<file path="src/sv/mcst_pkg.sv">
// ----------------------------------------------------------------------------
// mcst_pkg: shared types and constants
// Register indexes, configuration bundle, request and result payloads.
// ----------------------------------------------------------------------------
package mcst_pkg;

    localparam int NUM_SLOTS = 16;
    localparam int SLOT_W    = 4;
    localparam int BANK_W    = 3;
    localparam int CFG_IDX_W = 3;
    localparam int CFG_DATA_W = 8;

    typedef enum logic [CFG_IDX_W-1:0] {
        CFG_PICKUP_WINDOW = 3'd0,
        CFG_BANK_A_BASE   = 3'd1,
        CFG_BANK_B_BASE   = 3'd2,
        CFG_CLEAR_NUMBER  = 3'd3,
        CFG_CYCLE_NUMBER  = 3'd4,
        CFG_TOGGLE_NUMBER = 3'd5
    } cfg_index_t;

    localparam logic [7:0] RST_PICKUP_WINDOW = 8'd5;
    localparam logic [6:0] RST_BANK_A_BASE   = 7'd16;
    localparam logic [6:0] RST_BANK_B_BASE   = 7'd120;
    localparam logic [6:0] RST_CLEAR_NUMBER  = 7'd58;
    localparam logic [6:0] RST_CYCLE_NUMBER  = 7'd61;
    localparam logic [6:0] RST_TOGGLE_NUMBER = 7'd62;

    localparam logic [7:0] LEVEL_OFFSET = 8'd127;
    localparam logic [1:0] MODE_LAST    = 2'd2;

    typedef struct packed {
        logic [7:0] pickup_window;
        logic [6:0] bank_a_base;
        logic [6:0] bank_b_base;
        logic [6:0] clear_number;
        logic [6:0] cycle_number;
        logic [6:0] toggle_number;
    } cfg_t;

    typedef struct packed {
        logic       is_control_change;
        logic [6:0] controller_number;
        logic [6:0] controller_value;
    } msg_t;

    typedef struct packed {
        logic              touched;
        logic [SLOT_W-1:0] slot_index;
        logic signed [7:0] slot_level;
        logic              slot_picked_up;
        logic [1:0]        pattern_mode;
        logic              wide_crop;
        logic signed [7:0] x_displace;
        logic signed [7:0] y_displace;
    } result_t;

endpackage

</file>
<file path="src/sv/mcst_ifs.sv">
// ----------------------------------------------------------------------------
// mcst_ifs: request channel interfaces
// Valid/ready channels for incoming MIDI messages and outgoing results.
// ----------------------------------------------------------------------------
interface mcst_msg_if;
    logic       valid;
    logic       ready;
    logic       is_control_change;
    logic [6:0] controller_number;
    logic [6:0] controller_value;

    modport source (
        output valid, is_control_change, controller_number, controller_value,
        input  ready
    );
    modport sink (
        input  valid, is_control_change, controller_number, controller_value,
        output ready
    );
endinterface

interface mcst_res_if;
    logic              valid;
    logic              ready;
    logic              touched;
    logic [3:0]        slot_index;
    logic signed [7:0] slot_level;
    logic              slot_picked_up;
    logic [1:0]        pattern_mode;
    logic              wide_crop;
    logic signed [7:0] x_displace;
    logic signed [7:0] y_displace;

    modport source (
        output valid, touched, slot_index, slot_level, slot_picked_up,
               pattern_mode, wide_crop, x_displace, y_displace,
        input  ready
    );
    modport sink (
        input  valid, touched, slot_index, slot_level, slot_picked_up,
               pattern_mode, wide_crop, x_displace, y_displace,
        output ready
    );
endinterface

</file>
<file path="src/sv/mcst_cfg_regs.sv">
// ----------------------------------------------------------------------------
// mcst_cfg_regs: configuration register file
// Write-only registers addressed by index, reset to their defaults.
// ----------------------------------------------------------------------------
module mcst_cfg_regs (
    input  logic                           clk,
    input  logic                           rst_n,
    input  logic                           wr_en,
    input  logic [mcst_pkg::CFG_IDX_W-1:0]  wr_index,
    input  logic [mcst_pkg::CFG_DATA_W-1:0] wr_data,
    output mcst_pkg::cfg_t                  cfg
);
    import mcst_pkg::*;

    cfg_t cfg_reg;
    cfg_t cfg_next;

    always_comb
    begin
        cfg_next = cfg_reg;
        if (wr_en)
        begin
            unique case (wr_index)
                CFG_PICKUP_WINDOW: cfg_next.pickup_window = wr_data;
                CFG_BANK_A_BASE:   cfg_next.bank_a_base   = wr_data[6:0];
                CFG_BANK_B_BASE:   cfg_next.bank_b_base   = wr_data[6:0];
                CFG_CLEAR_NUMBER:  cfg_next.clear_number  = wr_data[6:0];
                CFG_CYCLE_NUMBER:  cfg_next.cycle_number  = wr_data[6:0];
                CFG_TOGGLE_NUMBER: cfg_next.toggle_number = wr_data[6:0];
                default:           cfg_next = cfg_reg;
            endcase
        end
    end

    always_ff @(posedge clk or negedge rst_n)
    begin
        if (!rst_n)
        begin
            cfg_reg.pickup_window <= RST_PICKUP_WINDOW;
            cfg_reg.bank_a_base   <= RST_BANK_A_BASE;
            cfg_reg.bank_b_base   <= RST_BANK_B_BASE;
            cfg_reg.clear_number  <= RST_CLEAR_NUMBER;
            cfg_reg.cycle_number  <= RST_CYCLE_NUMBER;
            cfg_reg.toggle_number <= RST_TOGGLE_NUMBER;
        end
        else
        begin
            cfg_reg <= cfg_next;
        end
    end

    assign cfg = cfg_reg;

endmodule

</file>
<file path="src/sv/mcst_engine.sv">
// ----------------------------------------------------------------------------
// mcst_engine: slot state and soft-takeover update
// Decodes one message, updates slots, mode, crop and x/y latches.
// ----------------------------------------------------------------------------
module mcst_engine (
    input  logic              clk,
    input  logic              rst_n,
    input  logic              step,
    input  mcst_pkg::msg_t    msg_item,
    input  mcst_pkg::cfg_t    cfg,
    output mcst_pkg::result_t res_item
);
    import mcst_pkg::*;

    logic [NUM_SLOTS-1:0][7:0] levels_reg;
    logic [NUM_SLOTS-1:0][7:0] levels_next;
    logic [NUM_SLOTS-1:0]      flags_reg;
    logic [NUM_SLOTS-1:0]      flags_next;
    logic [1:0]                mode_reg;
    logic [1:0]                mode_next;
    logic                      crop_reg;
    logic                      crop_next;
    logic [7:0]                x_reg;
    logic [7:0]                x_next;
    logic [7:0]                y_reg;
    logic [7:0]                y_next;

    logic [7:0]        off_a;
    logic [7:0]        off_b;
    logic              hit_a;
    logic              hit_b;
    logic              hit;
    logic [SLOT_W-1:0] slot;
    logic [7:0]        level;
    logic [8:0]        diff;
    logic [8:0]        mag;
    logic              near;
    logic              is_clear;
    logic              is_cycle;
    logic              is_toggle;

    // bank offset: sign bit clear and difference below eight
    assign off_a = {1'b0, msg_item.controller_number} - {1'b0, cfg.bank_a_base};
    assign off_b = {1'b0, msg_item.controller_number} - {1'b0, cfg.bank_b_base};
    assign hit_a = msg_item.is_control_change && !off_a[7] && (off_a[6:BANK_W] == '0);
    assign hit_b = msg_item.is_control_change && !off_b[7] && (off_b[6:BANK_W] == '0);
    assign hit   = hit_a || hit_b;
    assign slot  = hit_a ? {1'b0, off_a[BANK_W-1:0]} : {1'b1, off_b[BANK_W-1:0]};

    assign level = {msg_item.controller_value, 1'b0} - LEVEL_OFFSET;
    assign diff  = {level[7], level} - {levels_reg[slot][7], levels_reg[slot]};
    assign mag   = diff[8] ? (9'd0 - diff) : diff;
    assign near  = mag <= {1'b0, cfg.pickup_window};

    assign is_clear  = msg_item.is_control_change
                       && (msg_item.controller_number == cfg.clear_number);
    assign is_cycle  = msg_item.is_control_change
                       && (msg_item.controller_number == cfg.cycle_number);
    assign is_toggle = msg_item.is_control_change
                       && (msg_item.controller_number == cfg.toggle_number);

    always_comb
    begin
        levels_next = levels_reg;
        flags_next  = flags_reg;
        mode_next   = mode_reg;
        crop_next   = crop_reg;
        if (hit)
        begin
            if (near)
            begin
                flags_next[slot] = 1'b1;
            end
            if (flags_next[slot])
            begin
                levels_next[slot] = level;
            end
        end
        if (is_clear)
        begin
            levels_next = '0;
            flags_next  = '0;
        end
        if (is_cycle)
        begin
            mode_next = (mode_reg >= MODE_LAST) ? 2'd0 : mode_reg + 2'd1;
        end
        if (is_toggle)
        begin
            crop_next = !crop_reg;
        end
        x_next = flags_next[0] ? levels_next[0] : x_reg;
        y_next = flags_next[NUM_SLOTS/2] ? levels_next[NUM_SLOTS/2] : y_reg;
    end

    always_ff @(posedge clk or negedge rst_n)
    begin
        if (!rst_n)
        begin
            levels_reg <= '0;
            flags_reg  <= '0;
            mode_reg   <= '0;
            crop_reg   <= 1'b0;
            x_reg      <= '0;
            y_reg      <= '0;
        end
        else if (step)
        begin
            levels_reg <= levels_next;
            flags_reg  <= flags_next;
            mode_reg   <= mode_next;
            crop_reg   <= crop_next;
            x_reg      <= x_next;
            y_reg      <= y_next;
        end
    end

    always_comb
    begin
        res_item.touched        = hit;
        res_item.slot_index     = hit ? slot : '0;
        res_item.slot_level     = hit ? levels_next[slot] : '0;
        res_item.slot_picked_up = hit && flags_next[slot];
        res_item.pattern_mode   = mode_next;
        res_item.wide_crop      = crop_next;
        res_item.x_displace     = x_next;
        res_item.y_displace     = y_next;
    end

`ifndef SYNTH
    a_clear_empties: assert property (@(posedge clk) disable iff (!rst_n)
        step && is_clear |=> (flags_reg == '0) && (levels_reg == '0))
        else $error("clear left a slot set");
    a_mode_range: assert property (@(posedge clk) disable iff (!rst_n)
        mode_reg != 2'd3)
        else $error("mode out of range");
    a_hold_idle: assert property (@(posedge clk) disable iff (!rst_n)
        !step |=> $stable(flags_reg) && $stable(levels_reg) && $stable(mode_reg)
                  && $stable(crop_reg) && $stable(x_reg) && $stable(y_reg))
        else $error("state moved without a request");
    a_x_tracks: assert property (@(posedge clk) disable iff (!rst_n)
        flags_reg[0] |-> x_reg == levels_reg[0])
        else $error("x latch out of step with slot 0");
`endif

endmodule

</file>
<file path="src/sv/midi_cc_soft_takeover_top.sv">
// ----------------------------------------------------------------------------
// midi_cc_soft_takeover_top: MIDI control-change soft takeover
// Maps control-change requests onto sixteen signed slots with pickup.
// ----------------------------------------------------------------------------
// Usage:
//   msg    : valid/ready request channel, one MIDI message per request.
//   result : valid/ready channel, exactly one result per message.
//   wr_*   : register writes (index, data), taken at any edge with wr_en;
//            write only while no message is in flight.
// Path: an accepted message passes through the input register, then
//   the result register, before its result is valid.
// Throughput: one message per cycle unless the result is held; the slot
//   update is a single compare and write between the input and result registers.
// Reset: registers return to defaults, all slots cleared and not picked
//   up, mode, crop and x/y latches zero; both channels empty.
// Stall: while the result is held, the input register still takes one
//   message; further messages wait on msg.ready.
// ----------------------------------------------------------------------------
module midi_cc_soft_takeover_top (
    input  logic                            clk,
    input  logic                            rst_n,
    mcst_msg_if.sink                        msg,
    mcst_res_if.source                      result,
    input  logic                            wr_en,
    input  logic [mcst_pkg::CFG_IDX_W-1:0]  wr_index,
    input  logic [mcst_pkg::CFG_DATA_W-1:0] wr_data
);
    import mcst_pkg::*;

    cfg_t    cfg;
    msg_t    in_item_reg;
    logic    in_valid_reg;
    result_t res_reg;
    result_t res_next;
    logic    res_valid_reg;
    logic    advance;
    logic    step;

    mcst_cfg_regs u_cfg (
        .clk      (clk),
        .rst_n    (rst_n),
        .wr_en    (wr_en),
        .wr_index (wr_index),
        .wr_data  (wr_data),
        .cfg      (cfg)
    );

    mcst_engine u_engine (
        .clk      (clk),
        .rst_n    (rst_n),
        .step     (step),
        .msg_item (in_item_reg),
        .cfg      (cfg),
        .res_item (res_next)
    );

    assign advance   = !res_valid_reg || result.ready;
    assign step      = in_valid_reg && advance;
    assign msg.ready = !in_valid_reg || advance;

    always_ff @(posedge clk or negedge rst_n)
    begin
        if (!rst_n)
        begin
            in_valid_reg  <= 1'b0;
            res_valid_reg <= 1'b0;
        end
        else
        begin
            if (msg.ready)
            begin
                in_valid_reg <= msg.valid;
            end
            if (advance)
            begin
                res_valid_reg <= in_valid_reg;
            end
        end
    end

    always_ff @(posedge clk)
    begin
        if (msg.valid && msg.ready)
        begin
            in_item_reg.is_control_change <= msg.is_control_change;
            in_item_reg.controller_number <= msg.controller_number;
            in_item_reg.controller_value  <= msg.controller_value;
        end
        if (step)
        begin
            res_reg <= res_next;
        end
    end

    assign result.valid          = res_valid_reg;
    assign result.touched        = res_reg.touched;
    assign result.slot_index     = res_reg.slot_index;
    assign result.slot_level     = res_reg.slot_level;
    assign result.slot_picked_up = res_reg.slot_picked_up;
    assign result.pattern_mode   = res_reg.pattern_mode;
    assign result.wide_crop      = res_reg.wide_crop;
    assign result.x_displace     = res_reg.x_displace;
    assign result.y_displace     = res_reg.y_displace;

`ifndef SYNTH
    a_untouched_zero: assert property (@(posedge clk) disable iff (!rst_n)
        res_valid_reg && !res_reg.touched |->
            (res_reg.slot_index == '0) && (res_reg.slot_level == '0)
            && !res_reg.slot_picked_up)
        else $error("untouched result carries slot data");
    a_step_fills: assert property (@(posedge clk) disable iff (!rst_n)
        step |=> res_valid_reg)
        else $error("processed request produced no result");
    a_no_drop: assert property (@(posedge clk) disable iff (!rst_n)
        in_valid_reg && !advance |=> in_valid_reg)
        else $error("pending request dropped");
`endif

endmodule
</file>
<file path="src/flat_wrapper.sv">
// flat-port wrapper written by rule: the top's interface ports become plain ports
module midi_cc_soft_takeover_top_flat import mcst_pkg::*;
  (clk, rst_n, wr_en, wr_index, wr_data, msg_valid, msg_is_control_change, msg_controller_number, msg_controller_value, msg_ready, result_valid, result_touched, result_slot_index, result_slot_level, result_slot_picked_up, result_pattern_mode, result_wide_crop, result_x_displace, result_y_displace, result_ready);
  mcst_msg_if msg_i ();
  mcst_res_if result_i ();
  input  logic clk;
  input  logic rst_n;
  input  logic wr_en;
  input  logic [mcst_pkg::CFG_IDX_W-1:0] wr_index;
  input  logic [mcst_pkg::CFG_DATA_W-1:0] wr_data;
  input wire logic [$bits(msg_i.valid)-1:0] msg_valid;
  input wire logic [$bits(msg_i.is_control_change)-1:0] msg_is_control_change;
  input wire logic [$bits(msg_i.controller_number)-1:0] msg_controller_number;
  input wire logic [$bits(msg_i.controller_value)-1:0] msg_controller_value;
  output wire logic [$bits(msg_i.ready)-1:0] msg_ready;
  output wire logic [$bits(result_i.valid)-1:0] result_valid;
  output wire logic [$bits(result_i.touched)-1:0] result_touched;
  output wire logic [$bits(result_i.slot_index)-1:0] result_slot_index;
  output wire logic [$bits(result_i.slot_level)-1:0] result_slot_level;
  output wire logic [$bits(result_i.slot_picked_up)-1:0] result_slot_picked_up;
  output wire logic [$bits(result_i.pattern_mode)-1:0] result_pattern_mode;
  output wire logic [$bits(result_i.wide_crop)-1:0] result_wide_crop;
  output wire logic [$bits(result_i.x_displace)-1:0] result_x_displace;
  output wire logic [$bits(result_i.y_displace)-1:0] result_y_displace;
  input wire logic [$bits(result_i.ready)-1:0] result_ready;
  assign msg_i.valid = msg_valid;
  assign msg_i.is_control_change = msg_is_control_change;
  assign msg_i.controller_number = msg_controller_number;
  assign msg_i.controller_value = msg_controller_value;
  assign msg_ready = msg_i.ready;
  assign result_valid = result_i.valid;
  assign result_touched = result_i.touched;
  assign result_slot_index = result_i.slot_index;
  assign result_slot_level = result_i.slot_level;
  assign result_slot_picked_up = result_i.slot_picked_up;
  assign result_pattern_mode = result_i.pattern_mode;
  assign result_wide_crop = result_i.wide_crop;
  assign result_x_displace = result_i.x_displace;
  assign result_y_displace = result_i.y_displace;
  assign result_i.ready = result_ready;
  midi_cc_soft_takeover_top u_core (.clk(clk), .rst_n(rst_n), .msg(msg_i), .result(result_i), .wr_en(wr_en), .wr_index(wr_index), .wr_data(wr_data));
endmodule
</file>
<file path="config.mk">
export PLATFORM = sky130hd
export DESIGN_NAME = midi_cc_soft_takeover_top_flat
export DESIGN_NICKNAME = d
export VERILOG_FILES = /design/src/sv/mcst_pkg.sv /design/src/sv/mcst_ifs.sv /design/src/sv/mcst_cfg_regs.sv /design/src/sv/mcst_engine.sv /design/src/sv/midi_cc_soft_takeover_top.sv /design/src/flat_wrapper.sv
export SDC_FILE = /design/constraint.sdc
export NUM_CORES = 1
export LEC_CHECK = 0
export BUFFER_PORTS_ARGS = -buffer_cell sky130_fd_sc_hd__buf_4
export CAP_MARGIN = 10
export CORE_ASPECT_RATIO = 0.5
export CORE_UTILIZATION = 43
export CTS_CLUSTER_SIZE = 30
export DETAILED_ROUTE_END_ITERATION = 16
export GPL_TIMING_DRIVEN = 0
export MAX_ROUTING_LAYER = met4
export PLACE_DENSITY = 0.66
export SLEW_MARGIN = 15
export SYNTH_ARGS = -nofsm -noshare
export SYNTH_HDL_FRONTEND = slang
export SYNTH_SLANG_ARGS = --single-unit
export TNS_END_PERCENT = 1
</file>
<file path="constraint.sdc">
create_clock -name clk -period 9.2 [get_ports clk]
set_clock_uncertainty 0.05 [all_clocks]
set_input_delay 0.46 -clock clk [delete_from_list [all_inputs] [get_ports clk]]
set_output_delay 0.46 -clock clk [all_outputs]
set_load 0.1 [all_outputs]
</file>
==> results of run 1 <==
[worst max path at each step]
stage	endpoint	slack [ps]	cells after the start
5_1_grt	u_core.result.slot_level[1]$_SDFFCE_PP0P_	-30	35
3_3_place_gp	u_core.result.slot_level[4]$_SDFFCE_PP0P_	-2450	35
3_5_place_dp	u_core.result.slot_level[4]$_SDFFCE_PP0P_	-2290	35
2_1_floorplan	u_core.result.slot_level[6]$_SDFFCE_PP0P_	1410	35
4_1_cts	u_core.result.slot_level[6]$_SDFFCE_PP0P_	10	34
6_report	u_core.result.slot_level[7]$_SDFFCE_PP0P_	80	33
[worst max-delay path: cells and delay by family, from the launching register on]
family                     cells  cell delay [ps]
xor gates and xnor gates       1              140
DFF                            1              480
adders and majority gates      4             1330
buffers and inverters          8             1370
AOI/OAI and AO/OA             14             4380
and+or+nand+nor                6             1010
[metal layers]
metal | up-vias | share of wire | routed length [um] | track usage
li1 | 5877 | - | - | -
met1 | 6546 | 0.42 | 23700 | 0.466
met2 | 984 | 0.39 | 22200 | 0.465
met3 | 207 | 0.14 | 7760 | 0.119
met4 | 0 | 0.046 | 2610 | 0.128
met5 | - | 0 | 0 | -
[cell usage in the layout (no fill, tap or decap), types with 21 or more instances in the layout]
cell type	n
a22o_1	33
mux2_2	32
a21oi_1	113
buf_4	93
o21ai_0	143
clkbuf_1	53
inv_1	45
dfrtp_1	187
edfxtp_1	48
clkbuf_16	25
ha_1	31
mux2i_1	32
nand2_1	179
o22ai_1	55
nor2_1	144
dfstp_2	21
[repair_timing]
action,CTS,global route
hold buffers,1,0
setup buffers,0,24
gates resized for setup,51,50
pin swaps,0,11
endpoints found under the hold margin,26,0
setup endpoints to repair,185,62
[cells by family (layout without fill, tap and decap cells)]
kind of cell	Yosys count	after routing	synth area share
fa+ha+maj	33	33	0.0302
buf+inv	124	255	0.0349
other cells	0	1	0
mux	74	74	0.0554
xor+xnor	36	36	0.0223
simple gates	457	457	0.144
flops	256	256	0.471
compound gates	538	538	0.243
[per-stage QoR]
step           cell area, um^2  setup WS, ps  utilization
6_report                 16600          80.7        0.519
5_1_grt                  16600         -25.3        0.519
4_1_cts                  16200          12.0        0.507
3_5_place_dp             15300         -2290        0.477
3_3_place_gp             15200         -2450        0.474
2_1_floorplan            14200          1410            -
[power breakdown]
group / internal [uW] / switching (uW) / leakage, uW
logic: 1100 / 2210 / 0.00325
registers: 1440 / 220 / 0.00321
clock network: 575 / 467 / 0.000407
[final cells by class]
cell class / instances / area, um^2
antenna: 1 / 2.50
buffer: 71 / 348
clock buffer: 35 / 713
clock inverter: 11 / 105
fill: 2972 / 15400
inverter: 46 / 173
multi-input combinational: 1138 / 7330
sequential: 256 / 6670
tap: 432 / 541
timing repair buffer: 92 / 753
==> qor.yml, run 1 <==
antenna_left: 0
cts_buffer_depth: 3
r2r_end: "u_core.result.slot_level[7]$_SDFFCE_PP0P_"
core-area_um2: 32100
path_max_fanout: 10
clk_pin_slew_ps: 70
fin_total_pwr_uw: 6010
grt-ovfl-total: 0
die-width_um: 259
first_global_vias: 12500
r2r_start: "u_core.in_item_reg[7]$_DFFE_PP_"
grt_max_degree: 102
die_h_um: 130
via_per_inst: 6.54
yosysSeqAreaShare: 0.471
start_kind: "register"
antenna_found_initial: 1
finalNonFillerCells: 2082
drv_cap: 0
slew_headroom: 0.0251
clock_latency_ps: 570
r2r_setup_slack_ps: 80
hp-class: "in -> reg"
dp_cells: 2017
die_area_um2: 33700
holdWs_ps: 13.6
gp_congestion: 1.14
period_share: 0.991
drive_above_1_share: 0.161
synth_ff_type: "dfrtp_1"
ys_seq_elements: 256
synthArstFlopShare: 0.813
dr.pass1.iters: 8
p_leak_uw: 0.00686
largest_reg_flops: 128
htreeDepth: 1
io_pins: 66
synth_top_area_frac: 0.330
synthTopCellsByCount: "dfrtp_1, nand2_1, nor2_1"
reg2reg_depth: 33
path_class: "reg -> reg"
rows: 46
routedWlPerCell_um: 27.0
hold_viol_final: 0
cp_slowest_cell: "o31ai_1"
root_buffer: "clkbuf_16"
max_stage_delay_ps: 780
drt_iter0_drc: 2112
max_freq_mhz: 110
min_to: "u_core.in_item_reg[10]$_DFFE_PP_"
final_net_count: 1694
place_hpwl_mm: 41.0
min_path_cells: 1
fin_crit_ps: 9120
arrival_ps: 9330
synth_area_leaders: "dfrtp_1, edfxtp_1, o21ai_0"
powerDensity_nw_per_um2: 361
grt_usage: 0.343
area_delta_synth_final_pct: 17.4
syn_area_um2: 14200
finalSetupTns_ps: 0
peakVddDrop_v: 0.000305
start_util: 0.442
grt_pass1_wl_mm: 82.2
crit_path_start: "u_core.in_item_reg[7]$_DFFE_PP_"
yosysMostFrequentCell: "dfrtp_1"
avgSynthCellArea_um2: 9.34
yosysWarningCount: 0
slew_violations: 0
worstHoldStart: "msg_controller_number[3]"
setup_viol: 0
syn_inst: 1518
cts_made_buffers: 25
port_buffers: 64
netlist.top_cell.by_area: "dfrtp_1"
synth_edf_count: 48
synth.distinct_cells: 84
required_ps: 9410
crit_path_end_kind: "register"
status: "finished clean"
worst_pin_slew_ps: 1460
totalWireLength_mm: 56.3
synth_nets: 1582
cts.sinks: 256
drc: 0
cts_tree: "yes"
vias: 13600
No activity file was read; power rests on OpenSTA's default activity.
==> run 2, diff against run 1 <==
- CELL_PAD_IN_SITES_DETAIL_PLACEMENT: default -> 1
- CELL_PAD_IN_SITES_GLOBAL_PLACEMENT: default -> 2
- CORE_UTILIZATION: 43 -> 40
- PLACE_DENSITY: 0.66 -> 0.88
- REMOVE_ABC_BUFFERS: default -> 1
==> qor.yml, run 2 (synthesis gave the netlist of run 1 again) <==
status: "finished clean"  # unchanged
path_max_fanout: 14  # was 10
r2r_start: "u_core.in_item_reg[7]$_DFFE_PP_"  # unchanged
cts_made_buffers: 25  # unchanged
gp_congestion: 0.981  # was 1.14
final_net_count: 1640  # was 1694
dr.pass1.iters: 7  # was 8
finalSetupTns_ps: 0  # unchanged
powerDensity_nw_per_um2: 378  # was 361 nW/um^2
p_leak_uw: 0.00685  # was 0.00686 uW
fin_crit_ps: 9080  # was 9120 ps
totalWireLength_mm: 63.2  # was 56.3 mm
worstHoldStart: "msg_controller_number[5]"  # was msg_controller_number[3]
arrival_ps: 9290  # was 9330 ps
max_freq_mhz: 110  # about the same
crit_family: "compound AO/OA/AOI/OAI gates"  # unchanged
routedWlPerCell_um: 30.5  # was 27.0 um
htreeDepth: 1  # unchanged
start_kind: "register"  # unchanged
slew_violations: 0  # unchanged
first_global_vias: 13800  # was 12500
path_class: "reg -> reg"  # unchanged
hold_viol_final: 0  # unchanged
n_fill_cell: 3869  # was 2972
final_area_um2: 16700  # was 16600 um^2
die_h_um: 135  # was 130 um
crit_path_start: "u_core.in_item_reg[7]$_DFFE_PP_"  # unchanged
port_buffers: 65  # was 64
core-area_um2: 34700  # was 32100 um^2
drive_above_1_share: 0.176  # was 0.161
root_buffer: "clkbuf_16"  # unchanged
period_share: 0.987  # was 0.991
grt-ovfl-total: 0  # unchanged
drc: 0  # unchanged
max_stage_delay_ps: 730  # was 780 ps
drv_cap: 0  # unchanged
die-width_um: 268  # was 259 um
rows: 48  # was 46
area_delta_synth_final_pct: 17.7  # was 17.4%
slew_headroom: 0.0791  # was 0.0251
required_ps: 9410  # about the same
setup_viol: 0  # unchanged
clk_pin_slew_ps: 70  # about the same
die_area_um2: 36200  # was 33700 um^2
cts_tree: "yes"  # unchanged
dpl_cell_area_um2: 15300  # about the same
grt_usage: 0.361  # was 0.343
cts.sinks: 256  # unchanged
cp_slowest_cell: "o21ai_0"  # was o31ai_1
peakVddDrop_v: 0.000283  # was 0.000305 V
via_per_inst: 6.61  # was 6.54
largest_reg_flops: 128  # unchanged
antenna_found_initial: 2  # was 1
start_util: 0.409  # was 0.442
mostFrequentLayoutCell: "dfrtp_1"  # unchanged
holdWs_ps: 12.4  # was 13.6 ps
grt_pass1_wl_mm: 92.9  # was 82.2 mm
grt_max_degree: 82  # was 102
rsz0062_at_grt: "yes"
drt_iter0_drc: 1443  # was 2112
clock_latency_ps: 570  # about the same
io_pins: 66  # unchanged
dp_cells: 1995  # was 2017
final_cell_mix: "dfrtp_1, nand2_1, o21ai_0, nor2_1, a21oi_1"  # was dfrtp_1, nand2_1, nor2_1, o21ai_0, a21oi_1
place_hpwl_mm: 44.1  # was 41.0 mm
antenna_left: 0  # unchanged
worst_pin_slew_ps: 1370  # was 1460 ps
cts_buffer_depth: 3  # unchanged
fin_total_pwr_uw: 6300  # was 6010 uW
hp-class: "in -> reg"  # unchanged
vias: 13700  # was 13600
crit_path_end_kind: "register"  # unchanged
cpMostUsedCell: "ha_1"
finalNonFillerCells: 2072  # was 2082
worst-path-buf-inv: 4  # was 8
-- run 2: layout make-up --
type,count,area (um^2),share of cell area
clock inverter,6,36.3,0.00218
inverter,46,175,0.0105
tap,475,594,0.0356
clock buffer,40,848,0.0509
timing repair buffer,106,938,0.0563
multi-input combinational,1141,7410,0.444
sequential,256,6670,0.400
antenna,2,5.00,0.000300
-- run 2: path summary, 6_finish.rpt --
| kind | depth (start not counted) | endpoint | slack, ps |
|---|---|---|---|
| max reg2reg | 32 | u_core.result.slot_level[3]$_SDFFCE_PP0P_ | 120 |
| max | 32 | u_core.result.slot_level[3]$_SDFFCE_PP0P_ | 120 |
| min in group asynchronous | 2 | u_core.u_engine.levels_reg[78]$_DFFE_PN0P_ | 350 |
| min reg2reg | 2 | u_core.u_engine.crop_reg$_DFFE_PN0P_ | 460 |
| min | 1 | u_core.in_item_reg[12]$_DFFE_PP_ | 10 |
| max in group asynchronous | 3 | u_core.u_cfg.cfg[32]$_DFFE_PN1P_ | 7910 |
-- run 2: timing repair --
item | CTS | global route
hold buffers | 1 | 0
pin swaps | 7 | 8
gates resized for setup | 41 | 18
hold endpoints to repair | 46 | 0
cloned | 3 | 0
buffers inserted | 10 | 15
endpoints found under the setup margin | 184 | 82
-- run 2: routing by layer --
layer / vias up / part of all wire / GRT usage
li1: 5753 / - / -
met1: 7024 / 0.45 / 0.502
met2: 778 / 0.42 / 0.504
met3: 131 / 0.11 / 0.102
met4: 0 / 0.033 / 0.109
met5: - / 0 / -
-- run 2: per-stage QoR --
step                utilization  setup slack (ps)
finish                    0.481               124
global route              0.481             -49.5
CTS                       0.475              21.8
detailed placement        0.441             -2120
global placement          0.431             -3120
floorplan                     -               970
-- run 2: power by group --
part | leakage [uW] | switching, uW | internal [uW]
combinational | 0.00321 | 2450 | 1050
clock | 0.000438 | 491 | 635
sequential | 0.00321 | 223 | 1450
total | 0.00685 | 3160 | 3130
==> run 3, diff against run 2 <==
- PLACE_DENSITY: 0.88 -> 0.9
==> qor.yml, run 3 (synthesis gave the netlist of run 1 again) <==
required_ps: 9400  # was 9410 ps
dr.pass1.iters: 6  # was 7
root_buffer: "clkbuf_16"  # unchanged
fin_crit_ps: 9100  # was 9080 ps
die_h_um: 135  # unchanged
drv_cap: 0  # unchanged
largest_reg_flops: 128  # unchanged
holdWs_ps: 24.6  # was 12.4 ps
totalWireLength_mm: 60.7  # was 63.2 mm
peakVddDrop_v: 0.000285  # was 0.000283 V
cts_buffer_depth: 3  # unchanged
grt_usage: 0.347  # was 0.361
mostFrequentLayoutCell: "dfrtp_1"  # unchanged
via_per_inst: 6.57  # was 6.61
slew_headroom: 0.138  # was 0.0791
die_area_um2: 36200  # unchanged
grt-ovfl-total: 0  # unchanged
seqCellArea_um2: 6670  # unchanged
final_cell_mix: "dfrtp_1, nand2_1, o21ai_0, nor2_1, a21oi_1"  # unchanged
first_global_vias: 13800  # about the same
grt_max_degree: 96  # was 82
place_hpwl_mm: 41.8  # was 44.1 mm
arrival_ps: 9300  # was 9290 ps
cts.sinks: 256  # unchanged
rows: 48  # unchanged
start_util: 0.409  # unchanged
crit_path_end_kind: "register"  # unchanged
worst_pin_slew_ps: 1280  # was 1370 ps
diodes: 0  # was 2
period_share: 0.989  # was 0.987
max_freq_mhz: 110  # about the same
path_class: "reg -> reg"  # unchanged
cp_slowest_cell: "or2_2"  # was o21ai_0
rsz0062_at_grt: "yes"  # unchanged
worst-path-buf-inv: 3  # was 4
hp-class: "in -> reg"  # unchanged
routedWlPerCell_um: 29.3  # was 30.5 um
htreeDepth: 1  # unchanged
drive_above_1_share: 0.172  # was 0.176
antenna_found_initial: 0  # was 2
grt_pass1_wl_mm: 89.9  # was 92.9 mm
fin_total_pwr_uw: 6080  # was 6300 uW
core-area_um2: 34700  # unchanged
cts_made_buffers: 26  # was 25
drt_iter0_drc: 1827  # was 1443
final_net_count: 1641  # was 1640
p_leak_uw: 0.00681  # was 0.00685 uW
antenna_left: 0  # unchanged
status: "finished clean"  # unchanged
crit_family: "compound AO/OA/AOI/OAI gates"  # unchanged
clk_pin_slew_ps: 70  # about the same
start_kind: "register"  # unchanged
area_delta_synth_final_pct: 17.1  # was 17.7%
port_buffers: 65  # unchanged
n_fill_cell: 3923  # was 3869
gp_congestion: 0.980  # was 0.981
vias: 13600  # was 13700
die-width_um: 268  # unchanged
powerDensity_nw_per_um2: 367  # was 378 nW/um^2
finalSetupTns_ps: 0  # unchanged
setup_viol: 0  # unchanged
cts_tree: "yes"  # unchanged
hold_viol_final: 0  # unchanged
slew_violations: 0  # unchanged
path_max_fanout: 13  # was 14
max_stage_delay_ps: 600  # was 730 ps
multiInputGateArea_um2: 7380  # was 7410 um^2
io_pins: 66  # unchanged
clock_latency_ps: 560  # was 570 ps
drc: 0  # unchanged
-- run 3: where the power goes --
part / leakage, uW / internal, uW / switching [uW]
sequential: 0.00321 / 1450 / 225
clock: 0.000410 / 606 / 489
combinational: 0.00319 / 1010 / 2310
-- run 3: stage by stage --
| step | worst slack (ps) | utilization | instance area (um^2) | instances |
|---|---|---|---|---|
| 2_1_floorplan | 970 | - | 13800 | 1440 |
| 5_1_grt | -176 | 0.479 | 16600 | 2072 |
| 3_5_place_dp | -2130 | 0.441 | 15300 | 1996 |
| 3_3_place_gp | -2470 | 0.431 | 14900 | 1980 |
| 4_1_cts | 17.1 | 0.472 | 16400 | 2055 |
| 6_report | 99.1 | 0.479 | 16600 | 2072 |
-- run 3: path summary, 6_finish.rpt --
path	end	depth (start not counted)	from	slack, ps
max in group asynchronous	u_core.u_engine.y_reg[5]$_DFFE_PN0P_	4	rst_n	7520
min in group asynchronous	u_core.u_cfg.cfg[42]$_DFFE_PN0P_	2	rst_n	340
setup / recovery	u_core.result.slot_level[2]$_SDFFCE_PP0P_	30	u_core.in_item_reg[7]$_DFFE_PP_	100
hold / removal	u_core.in_item_reg[2]$_DFFE_PP_	1	msg_controller_value[2]	20
setup reg to reg	u_core.result.slot_level[2]$_SDFFCE_PP0P_	30	u_core.in_item_reg[7]$_DFFE_PP_	100
hold reg to reg	u_core.u_engine.crop_reg$_DFFE_PN0P_	2	u_core.u_engine.crop_reg$_DFFE_PN0P_	460
-- run 3: layer usage --
metal	GRT usage	vias to the layer above	part of all wire
met5	-	-	0
met2	0.484	806	0.41
met1	0.476	6856	0.43
li1	-	5769	-
met4	0.137	0	0.042
met3	0.0906	186	0.11
-- run 3: timing repair --
action / CTS / global route
pin swaps: 6 / 8
hold buffers: 1 / 0
setup buffers: 6 / 17
endpoints found under the hold margin: 29 / 0
gates cloned: 4 / 0
resized for setup: 39 / 18
setup endpoints to repair: 180 / 47
-- run 3: worst reg2reg max path, delay by kind of cell (launching register included) --
| kind | cells | cell delay (ps) |
|---|---|---|
| AO/OA/AOI/OAI | 11 | 3380 |
| XOR/XNOR | 1 | 180 |
| adder cells (fa/ha/maj) | 4 | 1260 |
| buffers and inverters | 3 | 310 |
| flip-flops | 1 | 530 |
| multiplexers | 1 | 390 |
| AND/OR/NAND/NOR | 10 | 2710 |
-- run 3: final cells by class --
type,instances,share of cell area
Inverter,46,0.0106
Clock inverter,12,0.00739
Timing Repair Buffer,105,0.0562
Multi-Input combinational cell,1142,0.445
Clock buffer,36,0.0434
Tap cell,475,0.0358
Sequential cell,256,0.402
